**config.mk**
```make
export PLATFORM = sky130hd
export DESIGN_NAME = positional_list_engine_unit
export DESIGN_NICKNAME = d
export VERILOG_FILES = /design/src/sv/plen_pkg.sv /design/src/sv/plen_mem.sv /design/src/sv/plen_ctrl.sv /design/src/sv/positional_list_engine_unit.sv
export SDC_FILE = /design/constraint.sdc
export NUM_CORES = 1
export LEC_CHECK = 0
export BUFFER_PORTS_ARGS = -buffer_cell sky130_fd_sc_hd__buf_2
export CAP_MARGIN = 20
export CORE_MARGIN = 2
export CORE_UTILIZATION = 55
export CTS_CLUSTER_DIAMETER = 60
export CTS_CLUSTER_SIZE = 30
export DETAILED_ROUTE_END_ITERATION = 6
export HOLD_SLACK_MARGIN = 0.12
export PLACE_DENSITY = 0.72
export SYNTH_ARGS = -nofsm -noshare
export SYNTH_HDL_FRONTEND = slang
export SYNTH_SLANG_ARGS = --single-unit
export TNS_END_PERCENT = 20
```
**constraint.sdc**
```tcl
create_clock -name aclk -period 11.35 [get_ports aclk]
set_input_delay 1.7025 -clock aclk [delete_from_list [all_inputs] [get_ports aclk]]
set_output_delay 1.7025 -clock aclk [all_outputs]
set_load 0.01 [all_outputs]
```
**src/sv/plen_pkg.sv**
```systemverilog
// ----------------------------------------------------------------------------
// plen_pkg
// shared types and field widths for the positional list engine
// ----------------------------------------------------------------------------
package plen_pkg;

    // field widths of one request word and one result word
    localparam int ACT_W     = 3;
    localparam int VAL_W     = 32;
    localparam int POS_W     = 5;
    localparam int ST_W      = 2;
    localparam int S_TDATA_W = 40;
    localparam int M_TDATA_W = 40;

    // request actions
    typedef enum logic [ACT_W-1:0] {
        ACT_PUSH_FRONT = 3'd0,
        ACT_PUSH_BACK  = 3'd1,
        ACT_INSERT_AT  = 3'd2,
        ACT_POP_FRONT  = 3'd3,
        ACT_POP_BACK   = 3'd4,
        ACT_DELETE_AT  = 3'd5,
        ACT_LIST       = 3'd6
    } action_t;

    // result status codes
    typedef enum logic [ST_W-1:0] {
        ST_OK      = 2'd0,
        ST_EMPTY   = 2'd1,
        ST_INVALID = 2'd2,
        ST_FULL    = 2'd3
    } status_t;

endpackage

```
**src/sv/plen_mem.sv**
```systemverilog
// ----------------------------------------------------------------------------
// plen_mem
// entry store: one write port, one read port with registered read data
// ----------------------------------------------------------------------------
module plen_mem
    import plen_pkg::*;
#(
    parameter int DEPTH = 16,
    parameter int AW    = 4
) (
    input  logic                    aclk,
    input  logic                    wr_en,
    input  logic [AW-1:0]           wr_addr,
    input  logic signed [VAL_W-1:0] wr_data,
    input  logic                    rd_en,
    input  logic [AW-1:0]           rd_addr,
    output logic signed [VAL_W-1:0] rd_data
);

    logic signed [VAL_W-1:0] mem_reg [DEPTH];
    logic signed [VAL_W-1:0] rd_data_reg;

    // write port
    always_ff @(posedge aclk) begin
        if (wr_en) begin
            mem_reg[wr_addr] <= wr_data;
        end
    end

    // read port, data holds until the next read
    always_ff @(posedge aclk) begin
        if (rd_en) begin
            rd_data_reg <= mem_reg[rd_addr];
        end
    end

    assign rd_data = rd_data_reg;

endmodule

```
**src/sv/plen_ctrl.sv**
```systemverilog
// ----------------------------------------------------------------------------
// plen_ctrl
// request sequencer: checks, moves entries through the store, emits results
// ----------------------------------------------------------------------------
module plen_ctrl
    import plen_pkg::*;
#(
    parameter int DEPTH = 16,
    parameter int AW    = 4,
    parameter int CW    = 5
) (
    input  logic                    aclk,
    input  logic                    aresetn,
    // request side
    input  logic                    in_valid,
    output logic                    in_ready,
    input  logic [ACT_W-1:0]        in_action,
    input  logic signed [VAL_W-1:0] in_value,
    input  logic [POS_W-1:0]        in_pos,
    // result side
    output logic                    out_valid,
    input  logic                    out_ready,
    output logic [ST_W-1:0]         out_status,
    output logic signed [VAL_W-1:0] out_value,
    output logic                    out_last,
    // entry store
    output logic                    mem_wr_en,
    output logic [AW-1:0]           mem_wr_addr,
    output logic signed [VAL_W-1:0] mem_wr_data,
    output logic                    mem_rd_en,
    output logic [AW-1:0]           mem_rd_addr,
    input  logic signed [VAL_W-1:0] mem_rd_data,
    // fill level
    output logic [CW-1:0]           count
);

    localparam int XW = ((CW > POS_W) ? CW : POS_W) + 1;

    typedef enum logic [3:0] {
        S_IDLE,
        S_UP_RD,
        S_UP_WR,
        S_DN_RD,
        S_DN_WR,
        S_LIST_RD,
        S_LIST_WAIT,
        S_LIST_OUT,
        S_STATUS
    } state_t;

    state_t                  state_reg;
    logic [CW-1:0]           count_reg;
    logic [CW-1:0]           idx_reg;
    logic [CW-1:0]           tgt_reg;
    logic signed [VAL_W-1:0] val_reg;
    status_t                 st_reg;
    logic                    m_valid_reg;
    logic [ST_W-1:0]         m_status_reg;
    logic signed [VAL_W-1:0] m_value_reg;
    logic                    m_last_reg;

    logic          accept;
    logic          out_free;
    logic          load_word;
    logic [XW-1:0] pos_ext;
    logic [XW-1:0] cnt_ext;
    logic          full;
    logic          empty;
    logic          ins_ok;
    logic          del_ok;
    logic [CW-1:0] pos_idx;
    logic [CW-1:0] idx_m1;
    logic [CW-1:0] idx_p1;

    assign in_ready  = (state_reg == S_IDLE);
    assign accept    = in_valid && in_ready;
    assign out_free  = !m_valid_reg || out_ready;
    assign load_word = out_free && ((state_reg == S_LIST_OUT) || (state_reg == S_STATUS));

    // position checks against the fill level
    assign pos_ext = XW'(in_pos);
    assign cnt_ext = XW'(count_reg);
    assign full    = (count_reg == CW'(DEPTH));
    assign empty   = (count_reg == '0);
    assign ins_ok  = (pos_ext != '0) && (pos_ext <= cnt_ext + XW'(1));
    assign del_ok  = (pos_ext != '0) && (pos_ext <= cnt_ext);
    assign pos_idx = CW'(pos_ext - XW'(1));
    assign idx_m1  = idx_reg - CW'(1);
    assign idx_p1  = idx_reg + CW'(1);

    // store access per state; reads and writes never share a cycle
    always_comb begin
        mem_wr_en   = 1'b0;
        mem_wr_addr = idx_reg[AW-1:0];
        mem_wr_data = mem_rd_data;
        mem_rd_en   = 1'b0;
        mem_rd_addr = idx_reg[AW-1:0];
        unique case (state_reg)
            S_UP_RD: begin
                if (idx_reg == tgt_reg) begin
                    mem_wr_en   = 1'b1;
                    mem_wr_data = val_reg;
                end else begin
                    mem_rd_en   = 1'b1;
                    mem_rd_addr = idx_m1[AW-1:0];
                end
            end
            S_UP_WR: begin
                mem_wr_en = 1'b1;
            end
            S_DN_RD: begin
                if (idx_p1 != count_reg) begin
                    mem_rd_en   = 1'b1;
                    mem_rd_addr = idx_p1[AW-1:0];
                end
            end
            S_DN_WR: begin
                mem_wr_en = 1'b1;
            end
            S_LIST_RD: begin
                mem_rd_en = 1'b1;
            end
            default: begin
            end
        endcase
    end

    // sequencer and result register
    always_ff @(posedge aclk) begin
        if (!aresetn) begin
            state_reg   <= S_IDLE;
            count_reg   <= '0;
            m_valid_reg <= 1'b0;
        end else begin
            if (load_word) begin
                m_valid_reg <= 1'b1;
            end else if (out_ready) begin
                m_valid_reg <= 1'b0;
            end
            unique case (state_reg)
                S_IDLE: begin
                    if (accept) begin
                        val_reg <= in_value;
                        unique case (in_action)
                            ACT_PUSH_FRONT, ACT_PUSH_BACK, ACT_INSERT_AT: begin
                                if (full) begin
                                    st_reg    <= ST_FULL;
                                    state_reg <= S_STATUS;
                                end else if (in_action == ACT_INSERT_AT && !ins_ok) begin
                                    st_reg    <= ST_INVALID;
                                    state_reg <= S_STATUS;
                                end else begin
                                    idx_reg <= count_reg;
                                    priority case (in_action)
                                        ACT_PUSH_FRONT: tgt_reg <= '0;
                                        ACT_PUSH_BACK:  tgt_reg <= count_reg;
                                        default:        tgt_reg <= pos_idx;
                                    endcase
                                    state_reg <= S_UP_RD;
                                end
                            end
                            ACT_POP_FRONT, ACT_POP_BACK, ACT_DELETE_AT: begin
                                if (empty) begin
                                    st_reg    <= ST_EMPTY;
                                    state_reg <= S_STATUS;
                                end else if (in_action == ACT_DELETE_AT && !del_ok) begin
                                    st_reg    <= ST_INVALID;
                                    state_reg <= S_STATUS;
                                end else begin
                                    priority case (in_action)
                                        ACT_POP_FRONT: idx_reg <= '0;
                                        ACT_POP_BACK:  idx_reg <= count_reg - CW'(1);
                                        default:       idx_reg <= pos_idx;
                                    endcase
                                    state_reg <= S_DN_RD;
                                end
                            end
                            ACT_LIST: begin
                                idx_reg <= '0;
                                if (empty) begin
                                    st_reg    <= ST_EMPTY;
                                    state_reg <= S_STATUS;
                                end else begin
                                    state_reg <= S_LIST_RD;
                                end
                            end
                            default: begin
                                st_reg    <= ST_INVALID;
                                state_reg <= S_STATUS;
                            end
                        endcase
                    end
                end
                // open the gap from the tail down, then drop the value in
                S_UP_RD: begin
                    if (idx_reg == tgt_reg) begin
                        count_reg <= count_reg + CW'(1);
                        st_reg    <= ST_OK;
                        state_reg <= S_STATUS;
                    end else begin
                        state_reg <= S_UP_WR;
                    end
                end
                S_UP_WR: begin
                    idx_reg   <= idx_m1;
                    state_reg <= S_UP_RD;
                end
                // close the gap from the hole up to the tail
                S_DN_RD: begin
                    if (idx_p1 == count_reg) begin
                        count_reg <= count_reg - CW'(1);
                        st_reg    <= ST_OK;
                        state_reg <= S_STATUS;
                    end else begin
                        state_reg <= S_DN_WR;
                    end
                end
                S_DN_WR: begin
                    idx_reg   <= idx_p1;
                    state_reg <= S_DN_RD;
                end
                // walk the list, one word per entry
                S_LIST_RD: begin
                    state_reg <= S_LIST_WAIT;
                end
                S_LIST_WAIT: begin
                    state_reg <= S_LIST_OUT;
                end
                S_LIST_OUT: begin
                    if (out_free) begin
                        m_status_reg <= ST_OK;
                        m_value_reg  <= mem_rd_data;
                        m_last_reg   <= (idx_p1 == count_reg);
                        idx_reg      <= idx_p1;
                        state_reg    <= (idx_p1 == count_reg) ? S_IDLE : S_LIST_RD;
                    end
                end
                // single status word
                S_STATUS: begin
                    if (out_free) begin
                        m_status_reg <= st_reg;
                        m_value_reg  <= '0;
                        m_last_reg   <= 1'b1;
                        state_reg    <= S_IDLE;
                    end
                end
                default: begin
                    state_reg <= S_IDLE;
                end
            endcase
        end
    end

    assign out_valid  = m_valid_reg;
    assign out_status = m_status_reg;
    assign out_value  = m_value_reg;
    assign out_last   = m_last_reg;
    assign count      = count_reg;

endmodule

```
**src/sv/positional_list_engine_unit.sv**
```systemverilog
// steps: insert moves the entries from the tail down to the position one place toward
//   the tail, delete moves those above the hole one place toward the head
// throughput: one request at a time; a listing runs the read, wait and emit steps per
//   entry, emit stalling while a result word is held; moves take one read and one write per entry
// reset: synchronous active-low aresetn empties the list and drops any pending word;
//   store contents are left as they were and are only read below the fill level
// ----------------------------------------------------------------------------
// positional_list_engine_unit
// bounded ordered list of signed values with insert, delete and list requests
// ----------------------------------------------------------------------------
module positional_list_engine_unit
    import plen_pkg::*;
#(
    parameter int DEPTH = 16
) (
    input  logic                 aclk,
    input  logic                 aresetn,
    input  logic                 s_tvalid,
    output logic                 s_tready,
    // action[2:0], value_in[34:3], position[39:35]
    input  logic [S_TDATA_W-1:0] s_tdata,
    output logic                 m_tvalid,
    input  logic                 m_tready,
    // status[1:0], value_out[33:2], zero fill above
    output logic [M_TDATA_W-1:0] m_tdata,
    output logic                 m_tlast
);

    localparam int AW = (DEPTH > 1) ? $clog2(DEPTH) : 1;
    localparam int CW = $clog2(DEPTH + 1);

    logic                    mem_wr_en;
    logic [AW-1:0]           mem_wr_addr;
    logic signed [VAL_W-1:0] mem_wr_data;
    logic                    mem_rd_en;
    logic [AW-1:0]           mem_rd_addr;
    logic signed [VAL_W-1:0] mem_rd_data;
    logic [ST_W-1:0]         out_status;
    logic signed [VAL_W-1:0] out_value;
    logic [CW-1:0]           count;

    // sequencer
    plen_ctrl #(
        .DEPTH (DEPTH),
        .AW    (AW),
        .CW    (CW)
    ) u_ctrl (
        .aclk        (aclk),
        .aresetn     (aresetn),
        .in_valid    (s_tvalid),
        .in_ready    (s_tready),
        .in_action   (s_tdata[ACT_W-1:0]),
        .in_value    (s_tdata[ACT_W+VAL_W-1:ACT_W]),
        .in_pos      (s_tdata[ACT_W+VAL_W+POS_W-1:ACT_W+VAL_W]),
        .out_valid   (m_tvalid),
        .out_ready   (m_tready),
        .out_status  (out_status),
        .out_value   (out_value),
        .out_last    (m_tlast),
        .mem_wr_en   (mem_wr_en),
        .mem_wr_addr (mem_wr_addr),
        .mem_wr_data (mem_wr_data),
        .mem_rd_en   (mem_rd_en),
        .mem_rd_addr (mem_rd_addr),
        .mem_rd_data (mem_rd_data),
        .count       (count)
    );

    // entry store
    plen_mem #(
        .DEPTH (DEPTH),
        .AW    (AW)
    ) u_mem (
        .aclk    (aclk),
        .wr_en   (mem_wr_en),
        .wr_addr (mem_wr_addr),
        .wr_data (mem_wr_data),
        .rd_en   (mem_rd_en),
        .rd_addr (mem_rd_addr),
        .rd_data (mem_rd_data)
    );

    // pack the result word
    assign m_tdata = {{(M_TDATA_W - ST_W - VAL_W){1'b0}}, out_value, out_status};

`ifndef SYNTHESIS
    // fill level never passes the depth
    assert property (@(posedge aclk) disable iff (!aresetn)
        count <= CW'(DEPTH))
    else $error("list count exceeds depth");

    // one request in flight: no accept right after an accept
    assert property (@(posedge aclk) disable iff (!aresetn)
        (s_tvalid && s_tready) |=> !s_tready)
    else $error("request accepted while previous one still in flight");

    // store port sees a read or a write, never both
    assert property (@(posedge aclk) disable iff (!aresetn)
        !(mem_wr_en && mem_rd_en))
    else $error("store read and write in the same cycle");

    // fill level moves by at most one per cycle
    assert property (@(posedge aclk) disable iff (!aresetn)
        ($past(aresetn) && $past(count) != count) |->
        (count == $past(count) + CW'(1) || count + CW'(1) == $past(count)))
    else $error("list count jumped");
`endif

endmodule

```
==> results of run 1 <==
[power groups by stage]
stage | Combinational [W] | Clock [W] | Sequential, W
3_5_place_dp | 0.000319 | 0 | 0.00266
5_1_grt | 0.000349 | 0.00164 | 0.00261
3_3_place_gp | 0.000308 | 0 | 0.00266
4_1_cts | 0.000320 | 0.00156 | 0.00261
6_report | 0.000322 | 0.00154 | 0.00261
2_1_floorplan | 0.000230 | 0 | 0.00266
[synthesized netlist by cell type (12+ instances only)]
cell type / count / area share [%]
or4_1: 32 / 0.94
a21oi_1: 19 / 0.37
xnor2_1: 19 / 0.65
nand3_1: 24 / 0.47
mux2i_1: 259 / 10
nor3_1: 12 / 0.23
and2_1: 18 / 0.44
ha_1: 18 / 0.88
o22ai_1: 134 / 3.3
clkbuf_1: 22 / 0.32
inv_1: 18 / 0.26
nand2_1: 127 / 1.9
nor2_1: 38 / 0.56
o21ai_0: 32 / 0.62
buf_2: 55 / 1.1
edfxtp_1: 623 / 73
nor2b_1: 38 / 0.93
[critical path, stage by stage (launching register included)]
cell and delay [ns]:
dfxtp_1 0.58, nand2b_1 0.48, or3_1 0.24, or3_2 0.87, nand2_2 0.13, a211oi_4 0.27, buf_4 0.77, buf_12 0.81
mux2i_1 0.29, o22ai_1 0.13, or4_1 0.55
[kinds of logic (layout without fill, tap and decap cells)]
kind of cell / Yosys count / count (layout) / synth area share, %
other: 1 / 6 / 0.0146
and+or+nand+nor: 318 / 318 / 6.21
muxes: 259 / 259 / 10.1
adders and majority gates: 18 / 18 / 0.879
buffers and inverters: 111 / 195 / 2.10
xor gates and xnor gates: 22 / 22 / 0.752
DFF: 633 / 633 / 73.8
AOI/OAI and AO/OA: 242 / 242 / 6.16
[metal layers]
layer | share of wire (%) | GRT usage [%] | routed length, um
met3 | 7.1 | 3.23 | 4120
met2 | 47 | 38.9 | 27400
met4 | 2.4 | 7.18 | 1400
met5 | 0 | 0 | 0
met1 | 43 | 35.1 | 24900
[final cells by class]
| type | count | area share [%] |
|---|---|---|
| clock buffer | 40 | 3.49 |
| clock inverter | 27 | 1.25 |
| inverter | 18 | 0.241 |
| multi-input combinational | 865 | 22.4 |
| sequential | 633 | 67.3 |
| tap | 607 | 2.70 |
| timing repair buffer | 110 | 2.55 |
[worst paths after layout]
kind | from | endpoint | slack (ns) | cells after the start
hold / removal | u_ctrl.st_reg[1]$_SDFFCE_PN0P_ | u_ctrl.out_status[1]$_SDFFCE_PP0P_ | 0.57 | 1
setup reg to reg | u_ctrl.state_reg[3]$_SDFFE_PN0P_ | u_mem.rd_data[2]$_DFFE_PP_ | 5.60 | 10
hold reg to reg | u_ctrl.st_reg[1]$_SDFFCE_PN0P_ | u_ctrl.out_status[1]$_SDFFCE_PP0P_ | 0.57 | 1
setup / recovery | u_ctrl.state_reg[3]$_SDFFE_PN0P_ | u_mem.rd_data[2]$_DFFE_PP_ | 5.60 | 10
[metrics by stage]
| step | utilization [%] | cell area (sq um) | setup slack, ns | total power, W |
|---|---|---|---|---|
| finish | 60.7 | 28100 | 5.60 | 0.00447 |
| global route | 60.7 | 28100 | 5.45 | 0.00460 |
| CTS | 60.5 | 28000 | 5.81 | 0.00449 |
| detailed placement | 57.7 | 26700 | 5.81 | 0.00298 |
| global placement | 57.6 | 26600 | 5.91 | 0.00297 |
| floorplan | - | 25600 | 7.68 | 0.00289 |
==> impl_metrics.ini, run 1 <==
[run_status]
status = complete, no violations

[detailed_routing]
vias_per_cell = 6.19
post-route-drc-count = 0
via_count = 14200
firstDrtPassIters = 6
drtIter0Drc = 1533
drt-total-wl_um = 57900
detail-route-antenna-nets = 0
wl_per_cell_um = 25.2

[floorplanning]
core_area_sq_mm = 0.0463
die-area_sq_mm = 0.0483
die_x_um = 220
die_h_um = 220
initial_core_util_pct = 55.4
num_rows = 79
ios = 87

[timing]
clock.fmax_mhz = 174
worstMarginPinSlew_ns = 1.16
slew-limit-headroom_pct = 22.7
whs_ns = 0.567
finalCritPeriodShare_pct = 50.6
slew_viol_final = 0
tns_ns = 0
finClkSkew_ns = 0.0393
hold_viol = 0
rsz0062_at_grt = no
setup_viol = 0
period_needed_ns = 5.75

[setup_path]
path_max_fanout = 150
endpoint_kind = register
cp.arrival_ns = 6.05
start_kind = register
critPathRequiredTime_ns = 11.65
worstSetupPathType = reg2reg

[global_routing]
antenna_found_initial = 0
grt_pass1_vias = 13900
grt_pass1_wl_um = 86100
grtUsageTotal_pct = 24.3
overflow = 0
grt_max_degree = 151

[clock_tree]
cts_buffers = 38
cts-root-buf = clkbuf_16
clk_pin_slew_ns = 0.07
ctsResizeCount = 0
cts_tree = built
htreeDepth = 2
ctsHoldBuffers = 0
cts_sinks = 633
post_cts_buffers = 0
clock_path_buffers = 3
clk_latency_ns = 0.59

[cells_and_area]
syn_to_final_growth_pct = 9.55
largest_reg_flops = 512
finalNonFillerCells = 2300
final_layout_size_suffix_gt1_share_pct = 12.6
final_common_cell = edfxtp_1
final_net_count = 1728
nFillCells = 3450
layout.area.seq_sq_mm = 0.0189
diodes = 0
multi_input_area_sq_mm = 0.00630
layout_common_cells = edfxtp_1, mux2i_1, o22ai_1

[pwr]
peakVddDrop_v = 0.000117
powerDensity_mw_per_mm2 = 159
p_sw_w = 0.00103
leakagePower_nw = 9.90
swShare_pct = 23.1
p_clk_share_pct = 34.4
power_frac_comb_pct = 7.2
internal-power_w = 0.00344
seq_power_share_pct = 58.4

[logic_synthesis]
async_flop_share_pct = 0
synthesis.area_sq_mm = 0.0256
synth_flop_cell = edfxtp_1
yosysSeqAreaShare_pct = 73.8
synthDistinctLibCells = 60
synth_seq_cells = 633
syn_inst = 1604
yosys_warnings = 0
avgSynthCellArea_sq_um = 16.0
synth_edf_count = 623

[placed_design]
gp_congestion = 0.867
io_buffers = 80
dp_hpwl_um = 30300
place_inst = 2230

[min_path]
min_path_type = reg2reg

[job]
maxCapViolCount = 0
Power figures use the tool's default switching activity.
==> run 2: changes to the inputs <==
clock period = 5.7 ns   (was 11.35 ns; I/O delays follow)
==> run 2 against run 1 <==
Compared with the run above:
- worst hold slack got worse by 0.16 ns
- combinational power increased by 100%
- cell count increased by 0.61%
- non-clock buffer count increased by 10
- setup slack got worse by 4.4 ns
- core utilization increased by 0.36 points
- die area unchanged
- clock-buffer cell count increased by 1
==> impl_metrics.ini, run 2 (synthesis results as in run 1) <==
[global_routing]
grt_max_degree = 75
grt_pass1_vias = 14000
grtUsageMet3_pct = 3.60
top_usage_layer = met2
grt_pass1_wl_um = 86300
grtUsageTotal_pct = 24.5
gr-usage-met1_pct = 34.2
grtUsageMet2_pct = 39.7
antenna_found_initial = 1
overflow = 0

[pwr]
leakagePower_nw = 9.99
peakVddDrop_v = 0.000337
internal-power_w = 0.00688
power_frac_comb_pct = 7.1
p_clk_share_pct = 35.3
powerDensity_mw_per_mm2 = 320
swShare_pct = 23.9
p_sw_w = 0.00216
seq_power_share_pct = 57.5

[timing]
whs_ns = 0.410
finClkSkew_ns = 0.0358
tns_ns = 0
clock.fmax_mhz = 221
slew-limit-headroom_pct = 26.5
hold_viol = 0
setup_viol = 0
period_needed_ns = 4.53
worstMarginPinSlew_ns = 1.10
finalCritPeriodShare_pct = 79.5
slew_viol_final = 0
rsz0062_at_grt = no

[detailed_routing]
drt-total-wl_um = 58300
via_count = 14300
firstDrtPassIters = 6
detail-route-antenna-nets = 0
post-route-drc-count = 0
wl_per_cell_um = 25.2
drtIter0Drc = 1756
vias_per_cell = 6.18

[setup_path]
path_max_fanout = 34
start_kind = register
endpoint_kind = register
worstSetupPathType = reg2reg
cp.arrival_ns = 4.83
critPathRequiredTime_ns = 6.00

[clock_tree]
clock_path_buffers = 3
cts-root-buf = clkbuf_16
cts_sinks = 633
cts_buffers = 39
cts_tree = built
ctsResizeCount = 0
ctsHoldBuffers = 0
post_cts_buffers = 0
htreeDepth = 2
clk_latency_ns = 0.61
clk_pin_slew_ns = 0.10

[floorplanning]
num_rows = 79
die-area_sq_mm = 0.0483
initial_core_util_pct = 55.4
ios = 87
die_x_um = 220
die_h_um = 220
core_area_sq_mm = 0.0463

[cells_and_area]
largest_reg_flops = 512
nFillCells = 3392
syn_to_final_growth_pct = 10.2
diodes = 0
final_net_count = 1739
final_layout_size_suffix_gt1_share_pct = 13.2
layout_common_cells = edfxtp_1, mux2i_1, o22ai_1
final_common_cell = edfxtp_1

[run_status]
status = complete, no violations

[job]
maxCapViolCount = 0

[placed_design]
gp_congestion = 0.879
dp_hpwl_um = 32400
io_buffers = 80

[min_path]
min_path_type = in2reg
==> run 2: final timing paths <==
check                           slack (ns)  cells after the start                            endpoint                            from
worst max-delay path                  1.17                      8      u_mem.mem_reg[11][9]$_DFFE_PP_     u_ctrl.idx_reg[2]$_DFFE_PP_
worst min-delay path                  0.41                      1        u_ctrl.val_reg[21]$_DFFE_PP_                     s_tdata[24]
worst max register to register        1.17                      8      u_mem.mem_reg[11][9]$_DFFE_PP_     u_ctrl.idx_reg[2]$_DFFE_PP_
worst min register to register        0.54                      1  u_ctrl.out_status[1]$_SDFFCE_PP0P_  u_ctrl.st_reg[1]$_SDFFCE_PN0P_
==> run 2: power groups by stage <==
stage	Combinational, W	Clock, W	Sequential [W]
after floorplan	0.000458	0	0.00529
after global placement	0.000625	0	0.00530
after detailed placement	0.000641	0	0.00530
after CTS	0.000642	0.00324	0.00520
after global routing	0.000698	0.00340	0.00520
final	0.000645	0.00319	0.00520
==> run 2: worst max-delay path, cell delays in order (launching register included) <==
cell,delay (ns)
edfxtp_1,0.78
xnor2_1,0.18
nand3_1,0.28
nor3_4,0.32
buf_4,0.56
a21oi_1,0.33
nor3b_1,0.46
and2_2,0.94
buf_4,0.36
==> run 2: area by class of cell <==
| class | instances | area, sq um | share of cell area (%) |
|---|---|---|---|
| flip-flops and latches | 633 | 18900 | 66.9 |
| repair buffers | 120 | 776 | 2.75 |
| multi-input cells | 865 | 6300 | 22.3 |
| clock buffers | 41 | 1000 | 3.56 |
| well taps | 607 | 759 | 2.69 |
| clock inverters | 30 | 432 | 1.53 |
| inverters | 18 | 67.6 | 0.239 |
==> run 2: routing by layer <==
| metal | share of wire, % | vias to the layer above |
|---|---|---|
| li1 | - | 6377 |
| met1 | 41 | 7177 |
| met2 | 48 | 648 |
| met3 | 8.0 | 109 |
| met4 | 3.0 | 0 |
| met5 | 0 | - |
==> run 2: stage by stage <==
step / std cells / util (%) / total power, W / cell area (sq um) / setup slack, ns
detailed placement: 2242 / 57.9 / 0.00594 / 26800 / 1.25
finish: 2314 / 61.1 / 0.00903 / 28200 / 1.17
global route: 2314 / 61.1 / 0.00930 / 28200 / 0.831
floorplan: 1609 / - / 0.00575 / 25600 / 2.13
global placement: 2242 / 57.9 / 0.00593 / 26800 / 1.29
CTS: 2313 / 61.0 / 0.00908 / 28200 / 1.24
